$ cat src/hdl/i2cm_pkg.sv
// ----------------------------------------------------------------------------
// i2cm_pkg: shared types and constants
// Request layout, operation codes and register indexes of the I2C master.
// ----------------------------------------------------------------------------
package i2cm_pkg;

  localparam int DEV_W   = 7;
  localparam int BYTE_W  = 8;
  localparam int TICK_W  = 16;
  localparam int POLL_W  = 8;
  localparam int OP_W    = 2;
  localparam int IN_W    = 32;
  localparam int OUT_W   = 16;
  localparam int CFG_AW  = 2;
  localparam int CFG_DW  = 16;

  // request queue depth
  localparam int QDEPTH  = 4;
  localparam int QAW     = $clog2(QDEPTH);

  // operation codes on the input channel
  localparam logic [OP_W-1:0] OP_TICK  = 2'd0;
  localparam logic [OP_W-1:0] OP_READ  = 2'd1;
  localparam logic [OP_W-1:0] OP_WRITE = 2'd2;

  // configuration register indexes
  localparam logic [CFG_AW-1:0] REG_HALF_PERIOD = 2'd0;
  localparam logic [CFG_AW-1:0] REG_SETUP       = 2'd1;
  localparam logic [CFG_AW-1:0] REG_HOLD        = 2'd2;
  localparam logic [CFG_AW-1:0] REG_POLL_LIMIT  = 2'd3;

  // reset values
  localparam logic [TICK_W-1:0] HALF_PERIOD_RST = 16'd5;
  localparam logic [TICK_W-1:0] SETUP_RST       = 16'd2;
  localparam logic [TICK_W-1:0] HOLD_RST        = 16'd3;
  localparam logic [POLL_W-1:0] POLL_LIMIT_RST  = 8'd50;

  typedef enum logic [1:0] {
    KIND_TICK,
    KIND_READ,
    KIND_WRITE
  } kind_t;

  typedef struct packed {
    kind_t              kind;
    logic [DEV_W-1:0]   dev_addr;
    logic [BYTE_W-1:0]  reg_addr;
    logic [BYTE_W-1:0]  byte_count;
    logic [BYTE_W-1:0]  write_byte;
    logic               sda_in;
  } req_t;

endpackage

$ cat src/hdl/i2cm_front.sv
// ----------------------------------------------------------------------------
// i2cm_front: request intake
// Takes stream requests, decodes the operation and pushes into the queue.
// ----------------------------------------------------------------------------
module i2cm_front
  import i2cm_pkg::*;
(
  input  logic            in_tvalid,
  output logic            in_tready,
  input  logic [IN_W-1:0] in_tdata,
  input  logic [OP_W-1:0] in_tuser,
  output logic            push_valid,
  input  logic            push_ready,
  output req_t            push_req
);

  kind_t kind;

  // code three acts as tick only
  always_comb begin
    case (in_tuser)
      OP_READ:  kind = KIND_READ;
      OP_WRITE: kind = KIND_WRITE;
      default:  kind = KIND_TICK;
    endcase
  end

  assign in_tready  = push_ready;
  assign push_valid = in_tvalid;

  always_comb begin
    push_req.kind       = kind;
    push_req.dev_addr   = in_tdata[6:0];
    push_req.reg_addr   = in_tdata[14:7];
    push_req.byte_count = in_tdata[22:15];
    push_req.write_byte = in_tdata[30:23];
    push_req.sda_in     = in_tdata[31];
  end

endmodule

$ cat src/hdl/i2cm_queue.sv
// ----------------------------------------------------------------------------
// i2cm_queue: request queue
// Small register FIFO between intake and bus sequencer.
// ----------------------------------------------------------------------------
module i2cm_queue
  import i2cm_pkg::*;
(
  input  logic clk,
  input  logic rst_n,
  input  logic push_valid,
  output logic push_ready,
  input  req_t push_req,
  output logic pop_valid,
  input  logic pop_ready,
  output req_t pop_req
);

  req_t           mem_r [QDEPTH];
  logic [QAW-1:0] wr_ptr_r, rd_ptr_r;
  logic [QAW:0]   count_r;
  logic           push, pop;

  assign push_ready = (count_r != QAW'(0) + (QAW+1)'(QDEPTH));
  assign pop_valid  = (count_r != '0);
  assign push       = push_valid && push_ready;
  assign pop        = pop_valid && pop_ready;
  assign pop_req    = mem_r[rd_ptr_r];

  always_ff @(posedge clk) begin
    if (push) begin
      mem_r[wr_ptr_r] <= push_req;
    end
  end

  always_ff @(posedge clk) begin
    if (!rst_n) begin
      wr_ptr_r <= '0;
      rd_ptr_r <= '0;
      count_r  <= '0;
    end else begin
      if (push) wr_ptr_r <= wr_ptr_r + QAW'(1);
      if (pop)  rd_ptr_r <= rd_ptr_r + QAW'(1);
      case ({push, pop})
        2'b10:   count_r <= count_r + (QAW+1)'(1);
        2'b01:   count_r <= count_r - (QAW+1)'(1);
        default: count_r <= count_r;
      endcase
    end
  end

endmodule

$ cat src/hdl/i2cm_engine.sv
// ----------------------------------------------------------------------------
// i2cm_engine: bus sequencer
// Runs one timing tick per request and registers the resulting line levels.
// ----------------------------------------------------------------------------
module i2cm_engine
  import i2cm_pkg::*;
(
  input  logic              clk,
  input  logic              rst_n,
  input  logic              cfg_we,
  input  logic [CFG_AW-1:0] cfg_addr,
  input  logic [CFG_DW-1:0] cfg_wdata,
  input  logic              req_valid,
  output logic              req_ready,
  input  req_t              req,
  output logic              out_tvalid,
  input  logic              out_tready,
  output logic [OUT_W-1:0]  out_tdata
);

  typedef enum logic [4:0] {
    PH_IDLE, PH_ST_SDA, PH_ST_SCL, PH_TX_DATA, PH_TX_HIGH, PH_TX_LOW,
    PH_ACK_REL, PH_ACK_POLL, PH_ACK_LOW, PH_AFTER, PH_RX_LOW, PH_RX_HIGH,
    PH_RACK_SET, PH_RACK_HIGH, PH_RACK_LOW, PH_SP_HIGH, PH_SP_END
  } phase_t;

  typedef enum logic [1:0] {
    STG_DEVW, STG_REG, STG_DEVR, STG_DATA
  } stage_t;

  logic [TICK_W-1:0] half_r, setup_r, hold_r;
  logic [POLL_W-1:0] limit_r;

  phase_t            phase_r, phase_nxt;
  stage_t            stage_r, stage_nxt;
  logic [TICK_W-1:0] wait_r, wait_nxt;
  logic [3:0]        bit_r, bit_nxt;
  logic [BYTE_W-1:0] shift_r, shift_nxt;
  logic [BYTE_W-1:0] bytes_r, bytes_nxt;
  logic [POLL_W-1:0] poll_r, poll_nxt;
  logic [DEV_W-1:0]  dev_r, dev_nxt;
  logic [BYTE_W-1:0] reg_r, reg_nxt;
  logic              is_read_r, is_read_nxt;
  logic              scl_r, scl_nxt, sda_r, sda_nxt;
  logic              err_r, err_nxt;

  logic              o_valid, o_taken, o_err, o_done;
  logic [BYTE_W-1:0] o_data;
  logic              tx_go, stop_go;
  logic [BYTE_W-1:0] tx_src, rx_byte;
  logic [3:0]        bit_inc;
  logic              fire;

  logic              out_tvalid_r;
  logic [OUT_W-1:0]  out_tdata_r;

  assign req_ready  = !out_tvalid_r || out_tready;
  assign fire       = req_valid && req_ready;
  assign out_tvalid = out_tvalid_r;
  assign out_tdata  = out_tdata_r;
  assign bit_inc    = bit_r + 4'd1;
  assign rx_byte    = {shift_r[BYTE_W-2:0], req.sda_in};

  always_comb begin
    phase_nxt   = phase_r;
    stage_nxt   = stage_r;
    wait_nxt    = wait_r;
    bit_nxt     = bit_r;
    shift_nxt   = shift_r;
    bytes_nxt   = bytes_r;
    poll_nxt    = poll_r;
    dev_nxt     = dev_r;
    reg_nxt     = reg_r;
    is_read_nxt = is_read_r;
    scl_nxt     = scl_r;
    sda_nxt     = sda_r;
    err_nxt     = err_r;
    o_valid     = 1'b0;
    o_taken     = 1'b0;
    o_err       = 1'b0;
    o_done      = 1'b0;
    o_data      = '0;
    tx_go       = 1'b0;
    stop_go     = 1'b0;
    tx_src      = shift_r;

    if (phase_r == PH_IDLE) begin
      if (req.kind == KIND_READ || req.kind == KIND_WRITE) begin
        dev_nxt     = req.dev_addr;
        reg_nxt     = req.reg_addr;
        bytes_nxt   = req.byte_count;
        is_read_nxt = (req.kind == KIND_READ);
        stage_nxt   = STG_DEVW;
        err_nxt     = 1'b0;
        scl_nxt     = 1'b1;
        sda_nxt     = 1'b1;
        phase_nxt   = PH_ST_SDA;
        wait_nxt    = half_r;
      end
    end else if (wait_r > 16'd1) begin
      wait_nxt = wait_r - 16'd1;
    end else begin
      case (phase_r)
        PH_ST_SDA: begin
          scl_nxt   = 1'b1;
          sda_nxt   = 1'b0;
          phase_nxt = PH_ST_SCL;
          wait_nxt  = half_r;
        end
        PH_ST_SCL: begin
          scl_nxt   = 1'b0;
          shift_nxt = {dev_r, stage_r == STG_DEVR};
          bit_nxt   = '0;
          phase_nxt = PH_TX_DATA;
          wait_nxt  = 16'd1;
        end
        PH_TX_DATA: tx_go = 1'b1;
        PH_TX_HIGH: begin
          scl_nxt   = 1'b1;
          phase_nxt = PH_TX_LOW;
          wait_nxt  = half_r;
        end
        PH_TX_LOW: begin
          scl_nxt   = 1'b0;
          bit_nxt   = bit_inc;
          phase_nxt = (bit_inc < 4'd8) ? PH_TX_DATA : PH_ACK_REL;
          wait_nxt  = hold_r;
        end
        PH_ACK_REL: begin
          scl_nxt   = 1'b0;
          sda_nxt   = 1'b1;
          poll_nxt  = '0;
          phase_nxt = PH_ACK_POLL;
          wait_nxt  = half_r;
        end
        PH_ACK_POLL: begin
          if (req.sda_in) begin
            if (poll_r >= limit_r) begin
              err_nxt = 1'b1;
              stop_go = 1'b1;
            end else begin
              poll_nxt  = poll_r + 8'd1;
              phase_nxt = PH_ACK_POLL;
              wait_nxt  = half_r;
            end
          end else begin
            scl_nxt   = 1'b1;
            phase_nxt = PH_ACK_LOW;
            wait_nxt  = half_r;
          end
        end
        PH_ACK_LOW, PH_RACK_LOW: begin
          scl_nxt   = 1'b0;
          phase_nxt = PH_AFTER;
          wait_nxt  = 16'd1;
        end
        PH_AFTER: begin
          if (stage_r == STG_DEVW) begin
            stage_nxt = STG_REG;
            bit_nxt   = '0;
            tx_src    = reg_r;
            tx_go     = 1'b1;
          end else if (stage_r == STG_REG && is_read_r) begin
            stage_nxt = STG_DEVR;
            scl_nxt   = 1'b1;
            sda_nxt   = 1'b1;
            phase_nxt = PH_ST_SDA;
            wait_nxt  = half_r;
          end else if (!is_read_r) begin
            stage_nxt = STG_DATA;
            shift_nxt = req.write_byte;
            if (bytes_r == '0) begin
              stop_go = 1'b1;
            end else begin
              bytes_nxt = bytes_r - 8'd1;
              o_taken   = 1'b1;
              bit_nxt   = '0;
              tx_src    = req.write_byte;
              tx_go     = 1'b1;
            end
          end else begin
            stage_nxt = STG_DATA;
            if (bytes_r == '0) begin
              stop_go = 1'b1;
            end else begin
              bit_nxt   = '0;
              scl_nxt   = 1'b0;
              sda_nxt   = 1'b1;
              phase_nxt = PH_RX_HIGH;
              wait_nxt  = half_r;
            end
          end
        end
        PH_RX_LOW: begin
          scl_nxt   = 1'b0;
          sda_nxt   = 1'b1;
          phase_nxt = PH_RX_HIGH;
          wait_nxt  = half_r;
        end
        PH_RX_HIGH: begin
          scl_nxt   = 1'b1;
          shift_nxt = rx_byte;
          bit_nxt   = bit_inc;
          wait_nxt  = half_r;
          if (bit_inc >= 4'd8) begin
            o_valid   = 1'b1;
            o_data    = rx_byte;
            bytes_nxt = bytes_r - 8'd1;
            phase_nxt = PH_RACK_SET;
          end else begin
            phase_nxt = PH_RX_LOW;
          end
        end
        PH_RACK_SET: begin
          // NACK on the last byte
          scl_nxt   = 1'b0;
          sda_nxt   = (bytes_r == '0);
          phase_nxt = PH_RACK_HIGH;
          wait_nxt  = half_r;
        end
        PH_RACK_HIGH: begin
          scl_nxt   = 1'b1;
          phase_nxt = PH_RACK_LOW;
          wait_nxt  = half_r;
        end
        PH_SP_HIGH: begin
          scl_nxt   = 1'b1;
          sda_nxt   = 1'b1;
          phase_nxt = PH_SP_END;
          wait_nxt  = half_r;
        end
        PH_SP_END: begin
          o_done    = 1'b1;
          o_err     = err_r;
          err_nxt   = 1'b0;
          phase_nxt = PH_IDLE;
          wait_nxt  = '0;
        end
        default: begin
          scl_nxt   = 1'b1;
          sda_nxt   = 1'b1;
          phase_nxt = PH_IDLE;
          wait_nxt  = '0;
        end
      endcase

      if (tx_go) begin
        scl_nxt   = 1'b0;
        sda_nxt   = tx_src[BYTE_W-1];
        shift_nxt = {tx_src[BYTE_W-2:0], 1'b0};
        phase_nxt = PH_TX_HIGH;
        wait_nxt  = setup_r;
      end
      if (stop_go) begin
        scl_nxt   = 1'b0;
        sda_nxt   = 1'b0;
        phase_nxt = PH_SP_HIGH;
        wait_nxt  = half_r;
      end
    end
  end

  // configuration registers
  always_ff @(posedge clk) begin
    if (!rst_n) begin
      half_r  <= HALF_PERIOD_RST;
      setup_r <= SETUP_RST;
      hold_r  <= HOLD_RST;
      limit_r <= POLL_LIMIT_RST;
    end else if (cfg_we) begin
      case (cfg_addr)
        REG_HALF_PERIOD: half_r  <= cfg_wdata;
        REG_SETUP:       setup_r <= cfg_wdata;
        REG_HOLD:        hold_r  <= cfg_wdata;
        REG_POLL_LIMIT:  limit_r <= cfg_wdata[POLL_W-1:0];
        default:         half_r  <= half_r;
      endcase
    end
  end

  // sequencer state and result register
  always_ff @(posedge clk) begin
    if (!rst_n) begin
      phase_r      <= PH_IDLE;
      stage_r      <= STG_DEVW;
      wait_r       <= '0;
      bit_r        <= '0;
      shift_r      <= '0;
      bytes_r      <= '0;
      poll_r       <= '0;
      dev_r        <= '0;
      reg_r        <= '0;
      is_read_r    <= 1'b0;
      scl_r        <= 1'b1;
      sda_r        <= 1'b1;
      err_r        <= 1'b0;
      out_tvalid_r <= 1'b0;
    end else begin
      if (fire) begin
        phase_r   <= phase_nxt;
        stage_r   <= stage_nxt;
        wait_r    <= wait_nxt;
        bit_r     <= bit_nxt;
        shift_r   <= shift_nxt;
        bytes_r   <= bytes_nxt;
        poll_r    <= poll_nxt;
        dev_r     <= dev_nxt;
        reg_r     <= reg_nxt;
        is_read_r <= is_read_nxt;
        scl_r     <= scl_nxt;
        sda_r     <= sda_nxt;
        err_r     <= err_nxt;
      end
      if (fire) begin
        out_tvalid_r <= 1'b1;
      end else if (out_tready) begin
        out_tvalid_r <= 1'b0;
      end
    end
  end

  always_ff @(posedge clk) begin
    if (fire) begin
      out_tdata_r <= {1'b0, (phase_nxt != PH_IDLE), o_done, o_err, o_taken, o_valid,
                      o_data, sda_nxt, scl_nxt};
    end
  end

endmodule

$ cat src/hdl/i2c_master_register_access_unit.sv
// An accepted request passes the queue register, then the sequencer's output register,
// before its result can be taken.
// Takes and retires one tick request per cycle unless the result channel stalls.
// A four-entry request queue decouples intake from the sequencer.
// Reset (rst_n low, synchronous): queue empty, sequencer idle, SCL/SDA high,
// timing registers back to 5/2/3/50, no result pending.
// ----------------------------------------------------------------------------
// i2c_master_register_access_unit: I2C register read/write master
// Each request is one timing tick of a bit-level I2C master running start,
// address, register, data, acknowledge and stop phases. Every request
// yields one result with the SCL/SDA levels and status strobes.
// ----------------------------------------------------------------------------
module i2c_master_register_access_unit
  import i2cm_pkg::*;
(
  input  logic              clk,
  input  logic              rst_n,
  // configuration write port: 0 half period, 1 setup, 2 hold, 3 poll limit
  input  logic              cfg_we,
  input  logic [CFG_AW-1:0] cfg_addr,
  input  logic [CFG_DW-1:0] cfg_wdata,
  // request channel
  input  logic              in_tvalid,
  output logic              in_tready,
  // tdata: dev_addr[6:0], reg_addr[14:7], byte_count[22:15],
  //        write_byte[30:23], sda_in[31]
  input  logic [IN_W-1:0]   in_tdata,
  // tuser: operation[1:0] (0 tick, 1 read, 2 write)
  input  logic [OP_W-1:0]   in_tuser,
  // result channel
  output logic              out_tvalid,
  input  logic              out_tready,
  // tdata: scl_level[0], sda_level[1], read_data[9:2], read_valid[10],
  //        write_taken[11], ack_error[12], done_res[13], busy_res[14], zero[15]
  output logic [OUT_W-1:0]  out_tdata
);

  // intake -> queue
  logic push_valid, push_ready;
  req_t push_req;

  // queue -> sequencer
  logic pop_valid, pop_ready;
  req_t pop_req;

  // intake: decode the operation, no state of its own
  i2cm_front u_front (
    .in_tvalid  (in_tvalid),
    .in_tready  (in_tready),
    .in_tdata   (in_tdata),
    .in_tuser   (in_tuser),
    .push_valid (push_valid),
    .push_ready (push_ready),
    .push_req   (push_req)
  );

  // short queue so intake keeps flowing while the result side stalls
  i2cm_queue u_queue (
    .clk        (clk),
    .rst_n      (rst_n),
    .push_valid (push_valid),
    .push_ready (push_ready),
    .push_req   (push_req),
    .pop_valid  (pop_valid),
    .pop_ready  (pop_ready),
    .pop_req    (pop_req)
  );

  // sequencer: steps the bus state once per request, output register after it
  i2cm_engine u_engine (
    .clk        (clk),
    .rst_n      (rst_n),
    .cfg_we     (cfg_we),
    .cfg_addr   (cfg_addr),
    .cfg_wdata  (cfg_wdata),
    .req_valid  (pop_valid),
    .req_ready  (pop_ready),
    .req        (pop_req),
    .out_tvalid (out_tvalid),
    .out_tready (out_tready),
    .out_tdata  (out_tdata)
  );

endmodule

$ cat config.mk
export PLATFORM = sky130hd
export DESIGN_NAME = i2c_master_register_access_unit
export DESIGN_NICKNAME = d
export VERILOG_FILES = /design/src/hdl/i2cm_pkg.sv /design/src/hdl/i2cm_front.sv /design/src/hdl/i2cm_queue.sv /design/src/hdl/i2cm_engine.sv /design/src/hdl/i2c_master_register_access_unit.sv
export SDC_FILE = /design/constraint.sdc
export NUM_CORES = 1
export LEC_CHECK = 0
export BUFFER_PORTS_ARGS = -buffer_cell sky130_fd_sc_hd__buf_2
export CORE_MARGIN = 1.5
export CORE_UTILIZATION = 36
export CTS_BUF_LIST = sky130_fd_sc_hd__clkbuf_8
export CTS_CLUSTER_SIZE = 40
export DETAILED_ROUTE_END_ITERATION = 6
export GPL_ROUTABILITY_DRIVEN = 0
export SYNTH_ARGS = -nofsm -noshare
export SYNTH_HDL_FRONTEND = slang
export SYNTH_SLANG_ARGS = --single-unit
$ cat constraint.sdc
create_clock -name clk -period 8.4 [get_ports clk]
set_input_delay 0.42 -clock clk [delete_from_list [all_inputs] [get_ports clk]]
set_output_delay 0.42 -clock clk [all_outputs]
set_load 0.02 [all_outputs]
* After elaboration in Yosys (flattened, before gate mapping)
Memory sizes are Yosys's and may differ from the RTL's. A register that Yosys moved wholly into a read port is not among the register bits. Cells that the tools add are included.
Storage, ports and cells: bits in writable memories 136, latch bits 0, memories 1, logic and storage cells 249, output and inout bits 18, input bits 57, memory bits (read-only) 0, flip-flop bits (word level) 149
Memory list:
- u_queue.mem_r | depth 4, bits a word 34, read ports 1, clocked after Yosys merged registers in 1, wr ports 1, RTL line i2cm_queue.sv:18 | req_t mem_r [QDEPTH];
Operators by class: reduce and logical (&&, ||, !) cells 44, equality and inequality tests 49, mux-type cells 110, $add $sub $neg 8, shifts and indexed selects 0, multipliers 0, bitwise logic cells 6, $lt $le $gt $ge 4, divide/modulo/power cells 0
Operator list (number):
- $mux 16 | 11
- $mux 8 | 19
- $pmux 16 s6 | 1
- $pmux 5 s14 | 1
- $mux 5 | 11
- $mux 1 | 44
- $eq 5x4->1 const B | 8
- $pmux 8 s2 | 2
- $pmux 8 s3 | 1
- $eq 5x3->1 const B | 4
- $reduce_and 6->1 | 3
- $gt 16x1->1 const B | 1
- $sub 16x1->16 const B | 1
- $ne 3x2->1 const B | 5
- $ne 3x3->1 const B | 5
- $mux 2 | 7
- $reduce_and 7->1 | 2
- $eq 2x2->1 const B | 6
- $mux 4 | 3
- $pmux 4 s3 | 1
- $reduce_bool 3->1 | 4
- $eq 2x1->1 const B | 5
- $eq 5x2->1 const B | 2
- $reduce_or 10->1 | 1
- 43 further kinds | 73

* Depth between registers and ports, before layout
Gate-level depths: netlist of run 1.
depth in word-level cells 13, depth in mapped cells 11, gate-level depth less buffers 10

* Hierarchy
Synthesis of run 1 repeated with hierarchy kept, for this count alone.
Second synthesis, totals: cell total of the unflattened synthesis 1246, area total of the unflattened synthesis 13362.8 sq um
By module, submodules not included:
- i2cm_engine | times used 1, area each 7644.8 sq um, cells each 980, seq. area each 2992.9 sq um
- i2cm_queue | times used 1, area each 5447.7 sq um, cells each 230, seq. area each 4264.1 sq um
- i2cm_front | times used 1, area each 270.3 sq um, cells each 36, seq. area each 0.0 sq um

* Worst setup path before layout of run 1
Ideal clock, no wire load.
path kind register to register, start reg (tool-made name), end reg u_engine.bytes_r[3], arrival 3.568 ns, required time 8.305 ns, slack 4.737 ns, period minus slack after synthesis 3.663 ns, setup time 0.095 ns, cell stages (with the launch flop) 10, buffers on the path 3, path through dfxtp_1 -> buf_2 -> buf_1 -> buf_1 -> mux4_2 -> ha_1 -> a21oi_1 -> o2111a_1 -> o21ai_0 -> a221oi_1
RTL lines:
- end signal: assignment | RTL line i2cm_engine.sv:305 | bytes_r <= bytes_nxt;
- end: declaration | RTL line i2cm_engine.sv:39 | logic [BYTE_W-1:0] bytes_r, bytes_nxt;

* Worst setup path after layout of run 1
start reg u_engine.phase_r[0], end reg u_engine.out_tdata_r[14], in the netlist u_engine.out_tdata[14], data pin
On the way: cells in the longest elaborated chain, start to end 10, elaborated cells between the ends (all ways) 36, those cells by class eq/ne (15); mux (18); reduce/logical (3)
Ends and longest elaborated chain:
- start: declaration | RTL line i2cm_engine.sv:34 | phase_t phase_r, phase_nxt;
- start signal: assignment | RTL line i2cm_engine.sv:300 | phase_r <= phase_nxt;
- $mux 5 | RTL line i2cm_engine.sv:183 | if (bytes_r == '0) begin
- $mux 5 | RTL line i2cm_engine.sv:169 | end else if (!is_read_r) begin
- $mux 5 | RTL line i2cm_engine.sv:163 | end else if (stage_r == STG_REG && is_read_r) begin
- $mux 5 | RTL line i2cm_engine.sv:158 | if (stage_r == STG_DEVW) begin
- $pmux 5 s14 | RTL line i2cm_engine.sv:103 | case (phase_r)
- $mux 5 | RTL line i2cm_engine.sv:247 | if (tx_go) begin
- $mux 5 | RTL line i2cm_engine.sv:254 | if (stop_go) begin
- $mux 5 | RTL line i2cm_engine.sv:100 | end else if (wait_r > 16'd1) begin
- $mux 5 * | RTL line i2cm_engine.sv:87 | if (phase_r == PH_IDLE) begin
- $reduce_bool 5->1 * | RTL line i2cm_engine.sv:324 | out_tdata_r <= {1'b0, (phase_nxt != PH_IDLE), o_done, o_err, o_taken, o_valid,
- end signal: assignment | RTL line i2cm_engine.sv:324
- end: declaration | RTL line i2cm_engine.sv:55 | logic [OUT_W-1:0] out_tdata_r;
Every way passes the cells marked *; elsewhere a longest branch is shown, timed or not. The select of a mux whose other input is x is not followed. A chain may end at the register's enable or synchronous reset.

==> metrics.md, run 1 <==
| Metric | Value |
|---|---|
| Final period utilization | 42.1% |
| Cells on worst reg2reg path | 8 |
| Synth unique cells | 74 |
| Clock sink count | 287 |
| Comb pwr share | 39.9% |
| Most common flop cell mapped by yosys | edfxtp_1 |
| Top Ports | 75 |
| Initial antenna violation count | 0 |
| Core area | approximately 36000 µm² |
| Outcome | complete, but fails checks |
| Diodes inserted | 0 |
| Number of remaining DRC errors | 5 |
| Reg2Reg Setup Slack | 4.86 ns |
| Fmax | 0.283 GHz |
| Share of cells above drive strength 1 | 15.9% |
| Routed Wire Length | 33.2 mm |
| Nets | 1387 |
| Vias in the first global route | approximately 10000 |
| Most used cell, CP | or3_1 |
| Post-synth EDFFs | 151 |
| Clk root buf | clkbuf_8 |
| Least-Margin Pin Slew | 1.26 ns |
| Startpoint Class | register |
| WP buf/inv | 1 |
| Leakage power | ~5.2 nW |
| Detailed router's first-iteration violation count | 656 |
| HP Start | in_tdata[0] |
| WL per Instance | ~18 µm |
| Clk pwr share | 22.8% |
| Worst Hold Class | in2reg |
| CTS tree | yes |
| Detailed-route vias per instance | 5.48 |
| Setup WS pre-CTS | 4.94 ns |
| Antenna Violating Nets Remaining | 0 |
| Max IR drop VDD | about 0.00026 V |
| R2R Path End | u_engine.out_tdata[14]$_DFFE_PP_ |
| Die W | 194 µm |
| Syn_nets | 1327 |
| H-tree depth | 2 |
| Mean post-synth cell area | roughly 10 µm² |
| Grt ovf | 0 |
| Unrepaired setup endpoints after global routing | no |
| Worst EP required | 8.71 ns |
| Critical path's largest stage delay | between 0.8 and 0.9 ns |
| Top cell family by delay on the critical path | simple AND/OR/NAND/NOR gates |
| 1st-pass router iterations | 7 |
| Total CTS buffers | 48 |
| Area occupied by multi-input gates | 5430 µm² |
| Hold Crit Endpoint | u_queue.mem_r[1][25]$_DFFE_PP_ |
| Maximum root-to-sink buffer count | 3 |
| Starting density of the core | 36.7% |
| Min-Delay Path Depth | 1 |
| Worst-skew pair later-pin latency | around 0.59 ns |
| Post-synthesis cell area | 13100 µm² |
| CTS-repair resized insts | 0 |
| Net switching power figure | 2.00 mW |
| Failing checks | design-rule violations |
| Pins Over Slew Limit | 0 |
| Mapped Cells | 1249 |
| Slack of the critical path | 4.86 ns |
| WP data arrival | ~3.8 ns |
| Die H | 194 µm |
| Final setup viols | 0 |
| Placed wire-length estimate | 21.4 mm |
| Register area | 7260 µm² |
| Site row count | just under 70 |
| Sequential share of the synthesized area | 55.4% |
| Max-cap check violation count | 0 |
| Area growth syn-to-layout | 12.7% |
| PD cells | 340 nW/µm² |
| Setup TNS | 0 ns |
| Worst-path clk slew | roughly 0.060 ns |
| Final Hold Vio Count | 0 |
| Via count | 9889 |
| Crit path time final | between 3 and 4 ns |
| Reg2Reg Launch Point | u_engine.phase_r[0]$_SDFFE_PN0P_ |
| Crit path kind | reg2reg |
| Slowest CP cell | dfxtp_1 |
| Fillers | roughly 3500 |
| Switch share | 39.9% |
| Port bufs | 73 |
| Largest area contributor in the synthesized netlist | edfxtp_1 |
| First-pass GRT wire length | 53.3 mm |
| Post-CTS Repair Setup Buffers | 0 |
| Ys async rst share | 0% |
| Int Power | 3.01 mW |
| Top post-synthesis cells by area | edfxtp_1 (35%), dfxtp_1 (21%), nand2_1 (6.3%) |
| Yosys top cell area share | 34.6% |
| Die footprint | 37500 µm² |
| Largest net degree at the start of global routing | ~100 |
| CP max FO | 28 |
| Cts hold-fix bufs | 0 |
| Worst slew margin | 15.4% |
| CP endpoint kind | register |
| Clk_skew | 0.0369 ns |
| Cell Chain, Critical Path | nand3b_1 > or3_1 > o21ai_2 > buf_4 > o21ai_0 > o211ai_1 > o2111ai_1 > or3_1 |
| Yosys warns | 0 |
| Tot GR Track Use | 17.5% |
| Yosys reg bits | ~290 |
| Reg power frac | 37.3% |
-- registers in the layout (all words and copies together) (netlist names), 3 cells and up, named ones only --
register	flops
u_engine.hold_r	16
u_engine.wait_r	16
u_engine.poll_r	8
u_queue.mem_r	136
u_queue.count_r	3
u_engine.limit_r	8
u_engine.dev_r	7
u_engine.bytes_r	8
u_engine.out_tdata	15
u_engine.reg_r	8
u_engine.shift_r	8
u_engine.phase_r	5
u_engine.bit_r	4
u_engine.half_r	16
u_engine.setup_r	16
-- cell type report --
class	instances	share of cell area, %
timing repair buffer	92	3.44
multi-input combinational	851	36.8
clock buffer	51	4.76
tap	461	3.91
clock inverter	33	1.16
inverter	29	0.738
sequential	287	49.2
-- power by group through the flow --
| stage | logic, mW | clock network, mW | registers [mW] |
|---|---|---|---|
| 2_1_floorplan | 1.44 | 0 | 1.88 |
| 3_3_place_gp | 1.96 | 0 | 1.89 |
| 3_5_place_dp | 1.99 | 0 | 1.90 |
| 4_1_cts | 2.00 | 1.18 | 1.87 |
| 5_1_grt | 2.22 | 1.25 | 1.89 |
| 6_report | 2.00 | 1.15 | 1.87 |
-- Yosys cell counts (8+ instances only) --
library cell and instances:
nand2_1 221, o22ai_1 10, nand3_1 30, ha_1 20, a211oi_1 8, mux4_2 34
nand4_1 8, nor2_1 66, buf_1 9, a22o_1 24, and2_1 13, nand2b_1 14
o21a_1 8, inv_1 27, o211ai_1 9, dfxtp_1 136, a21oi_1 127, nor3b_1 10
a31oi_1 16, clkbuf_1 68, nor2b_1 9, o21ai_0 51, nor4_1 8, a221oi_1 15
edfxtp_1 151, xnor2_1 8, xor2_1 10, nor3_1 28, or3_1 13
-- stage by stage --
step	instance area [µm²]	hold WS [ns]	instances	util, %	total power, mW
4_1_cts	14800	0.0172	1804	41.4	5.05
2_1_floorplan	13100	0.431	1249	-	3.32
3_3_place_gp	13900	0.443	1720	38.9	3.85
5_1_grt	14800	0.0197	1804	41.4	5.36
6_report	14800	0.0512	1804	41.4	5.01
3_5_place_dp	13900	0.450	1720	38.9	3.89
-- logic make-up (layout without fill, tap and decap cells) --
kind of cell | after synthesis | count (layout) | synth area share (%)
compound gates | 316 | 316 | 15.4
flops | 287 | 287 | 55.4
mux | 37 | 37 | 6.08
xor+xnor | 18 | 18 | 1.20
other cells | 1 | 1 | 0.0287
fa+ha+maj | 21 | 21 | 2.07
simple gates | 458 | 458 | 16.6
buf+inv | 111 | 205 | 3.25
-- worst reg2reg max path, delay by kind of cell, from the launching register on --
kind            cells  cell delay, ns
compound gates      4            0.98
simple gates        3            0.99
flops               1            0.88
buf+inv             1            0.42
-- how the worst max path moves through the flow --
stage | start | endpoint | slack, ns | cells after the start
3_3_place_gp | u_engine.phase_r[0]$_SDFFE_PN0P_ | u_engine.out_tdata[14]$_DFFE_PP_ | 5.02 | 8
4_1_cts | u_engine.phase_r[0]$_SDFFE_PN0P_ | u_engine.out_tdata[14]$_DFFE_PP_ | 4.93 | 8
3_5_place_dp | u_engine.phase_r[0]$_SDFFE_PN0P_ | u_engine.out_tdata[14]$_DFFE_PP_ | 4.94 | 8
2_1_floorplan | register | u_engine.bytes_r[3]$_SDFFE_PN0P_ | 4.74 | 9
5_1_grt | u_engine.phase_r[0]$_SDFFE_PN0P_ | u_engine.out_tdata[14]$_DFFE_PP_ | 4.62 | 8
6_report | u_engine.phase_r[0]$_SDFFE_PN0P_ | u_engine.out_tdata[14]$_DFFE_PP_ | 4.86 | 8
-- layer usage --
metal / track usage (%) / vias to the layer above / part of all wire (%) / wire [µm]
met5: 0 / - / 0 / 0
met4: 5.45 / 0 / 2.0 / 660
met3: 3.18 / 53 / 5.4 / 1790
met2: 28.3 / 282 / 46 / 15400
met1: 24.1 / 4821 / 46 / 15300
li1: - / 4733 / - / -
-- cells in the final DEF (no fill, tap or decap), types with 20 or more instances in the layout --
| cell | n |
|---|---|
| o21ai_0 | 51 |
| nand3_1 | 30 |
| nand2_1 | 221 |
| a21oi_1 | 127 |
| clkbuf_8 | 51 |
| nor3_1 | 26 |
| ha_1 | 20 |
| dfxtp_1 | 135 |
| nor2_1 | 65 |
| inv_1 | 46 |
| a22o_1 | 24 |
| edfxtp_1 | 151 |
| buf_2 | 73 |
| mux4_2 | 34 |
No activity file was read; power rests on OpenSTA's default activity.
==> run 2, diff against run 1 <==
clock period = 3.5 ns   (was 8.4 ns; I/O delays follow)
==> run 2 against run 1 <==
Net effect: the flow still finishes with violations (design-rule violations); die area is the same; maximum frequency is 17% higher; critical path depth down 1; clock skew shrank 0.011 ns; worst setup slack worse by 4.4 ns; non-clock buffer count increased by 75; utilization grew 2.3 points; clock power increased to 2.6 times the previous value.
==> metrics.md, run 2 (synthesized netlist as in run 1, its figures left out) <==
| Metric | Value |
|---|---|
| Diodes inserted | 0 |
| Cell Chain, Critical Path | or4_1 > nor2_2 > nor4_4 > nand3_4 > or4_1 > or3b_1 > a21oi_1 |
| Core area | about 36000 µm² |
| Final setup viols | 0 |
| Failing checks | design-rule violations |
| Worst Hold Class | in2reg |
| WL per Instance | 18.0 µm |
| Via count | 10200 |
| CP max FO | 24 |
| Final period utilization | a little under nine tenths |
| Cts hold-fix bufs | 51 |
| Detailed router's first-iteration violation count | 710 |
| WP buf/inv | 0 |
| Hold Crit Endpoint | u_queue.wr_ptr_r[1]$_SDFFE_PN0P_ |
| Startpoint Class | register |
| Placed inst area | 14100 µm² |
| Number of remaining DRC errors | 5 |
| Placed wire-length estimate | 22.2 mm |
| Reg2Reg Setup Slack | 0.48 ns |
| H-tree depth | 2 |
| Top cell family by delay on the critical path | simple AND/OR/NAND/NOR gates |
| Post-route cell area | 15600 µm² |
| Worst-path clk slew | ~0.06 ns |
| Max-cap check violation count | 0 |
| Vias in the first global route | 9864 |
| Register area | 7260 µm² |
| Post-CTS Repair Setup Buffers | 0 |
| Unrepaired setup endpoints after global routing | no |
| Antenna Violating Nets Remaining | 0 |
| Area occupied by multi-input gates | between 5000 and 6000 µm² |
| Hold Slack | just over 0.04 ns |
| Pins Over Slew Limit | 0 |
| Site row count | 69 |
| WP data arrival | 3.51 ns |
| Final core utilization | 43.6% |
| Worst-skew pair later-pin latency | 0.59 ns |
| CP endpoint kind | register |
| Share of cells above drive strength 1 | 17.3% |
| Most common cell after layout, fill and taps aside | nand2_1 |
| Final Power | roughly 13 mW |
| Crit path time final | 3.02 ns |
| CTS-repair resized insts | 0 |
| Cells on worst reg2reg path | 7 |
| Most used cell, CP | or4_1 |
| Starting density of the core | 36.7% |
| Fillers | about 3400 |
| HP Start | in_tvalid |
| Detailed-route vias per instance | about 5.4 |
| Clk root buf | clkbuf_8 |
| Initial antenna violation count | 0 |
| Total CTS buffers | 48 |
| Min-Delay Path Depth | 4 |
| Critical path's largest stage delay | about 0.81 ns |
| Die H | 194 µm |
| Leakage power | 5.55 nW |
| Fmax | roughly 0.33 GHz |
| Die W | between 150 and 200 µm |
| Least-Margin Pin Slew | 0.910 ns |
| Area growth syn-to-layout | 18.9% |
| Reg2Reg Launch Point | u_engine.phase_r[2]$_SDFFE_PN0P_ |
| 1st-pass router iterations | 7 |
| First-pass GRT wire length | 53.5 mm |
| Routed Wire Length | 33.8 mm |
| PD cells | 805 nW/µm² |
| R2R Path End | u_engine.poll_r[3]$_SDFFE_PN0P_ |
| CTS tree | yes |
| Top Ports | 75 |
| Maximum root-to-sink buffer count | 3 |
| Tot GR Track Use | 17.7% |
| Worst EP required | 3.99 ns |
| Final Hold Vio Count | 0 |
| Top reg by flops | u_queue.mem_r |
| Crit path kind | reg2reg |
| Clock sink count | 287 |
| Worst slew margin | 39.2% |
| Max reg flops | 136 |
| Largest net degree at the start of global routing | 46 |
| Most frequent cells in the layout | nand2_1 (221), edfxtp_1 (151), dfxtp_1 (135) |
| Grt ovf | 0 |
| Clk_skew | about 0.025 ns |
| Outcome | complete, but fails checks |
| Port bufs | 73 |
| Slowest CP cell | dfxtp_1 |
| Setup TNS | 0 ns |
| Die footprint | 37500 µm² |
| Nets | 1462 |
| Max IR drop VDD | ~0.00046 V |
[run 2: per-stage QoR]
step                worst slack, ns  std cells
global route                  0.238       1883
CTS                           0.539       1883
floorplan                    0.0670       1249
global placement              0.606       1744
detailed placement            0.560       1744
finish                        0.485       1883
[run 2: worst max path at each step]
stage	startpoint	end	slack, ns	depth (start not counted)
3_3_place_gp	u_engine.phase_r[2]$_SDFFE_PN0P_	u_engine.out_tdata[14]$_DFFE_PP_	0.61	8
3_5_place_dp	u_engine.phase_r[2]$_SDFFE_PN0P_	u_engine.poll_r[3]$_SDFFE_PN0P_	0.56	7
4_1_cts	u_engine.phase_r[2]$_SDFFE_PN0P_	u_engine.poll_r[3]$_SDFFE_PN0P_	0.54	7
6_report	u_engine.phase_r[2]$_SDFFE_PN0P_	u_engine.poll_r[3]$_SDFFE_PN0P_	0.48	7
5_1_grt	u_engine.phase_r[2]$_SDFFE_PN0P_	u_engine.out_tdata[14]$_DFFE_PP_	0.24	8
2_1_floorplan	register	u_engine.bytes_r[3]$_SDFFE_PN0P_	0.07	9
[run 2: worst register-to-register path: stages (launching register included)]
cell and delay [ns]:
dfxtp_1 0.81, or4_1 0.33, nor2_2 0.10, nor4_4 0.40
nand3_4 0.13, or4_1 0.62, or3b_1 0.41, a21oi_1 0.14
[run 2: routing by layer]
layer	vias to the layer above	global-route usage, %	part of all wire, %
met3	83	3.17	5.5
met4	0	6.97	3.1
met2	315	27.7	45
met1	4921	24.5	46
li1	4875	-	-
met5	-	0	0
[run 2: cell type report]
cell class                 count  share of cell area (%)
clock buffer                  56                    4.95
clock inverter                32                    1.46
inverter                      29                   0.700
multi-input combinational    851                    34.8
sequential                   287                    46.6
tap                          461                    3.71
timing repair buffer         167                    7.70
[run 2: report_power, final]
part	internal, mW	switching, mW	leakage, nW
Sequential	4.13	0.345	2.50
Combinational	1.86	3.15	2.48
Clock	1.69	1.36	0.570
Total	7.67	4.85	5.55
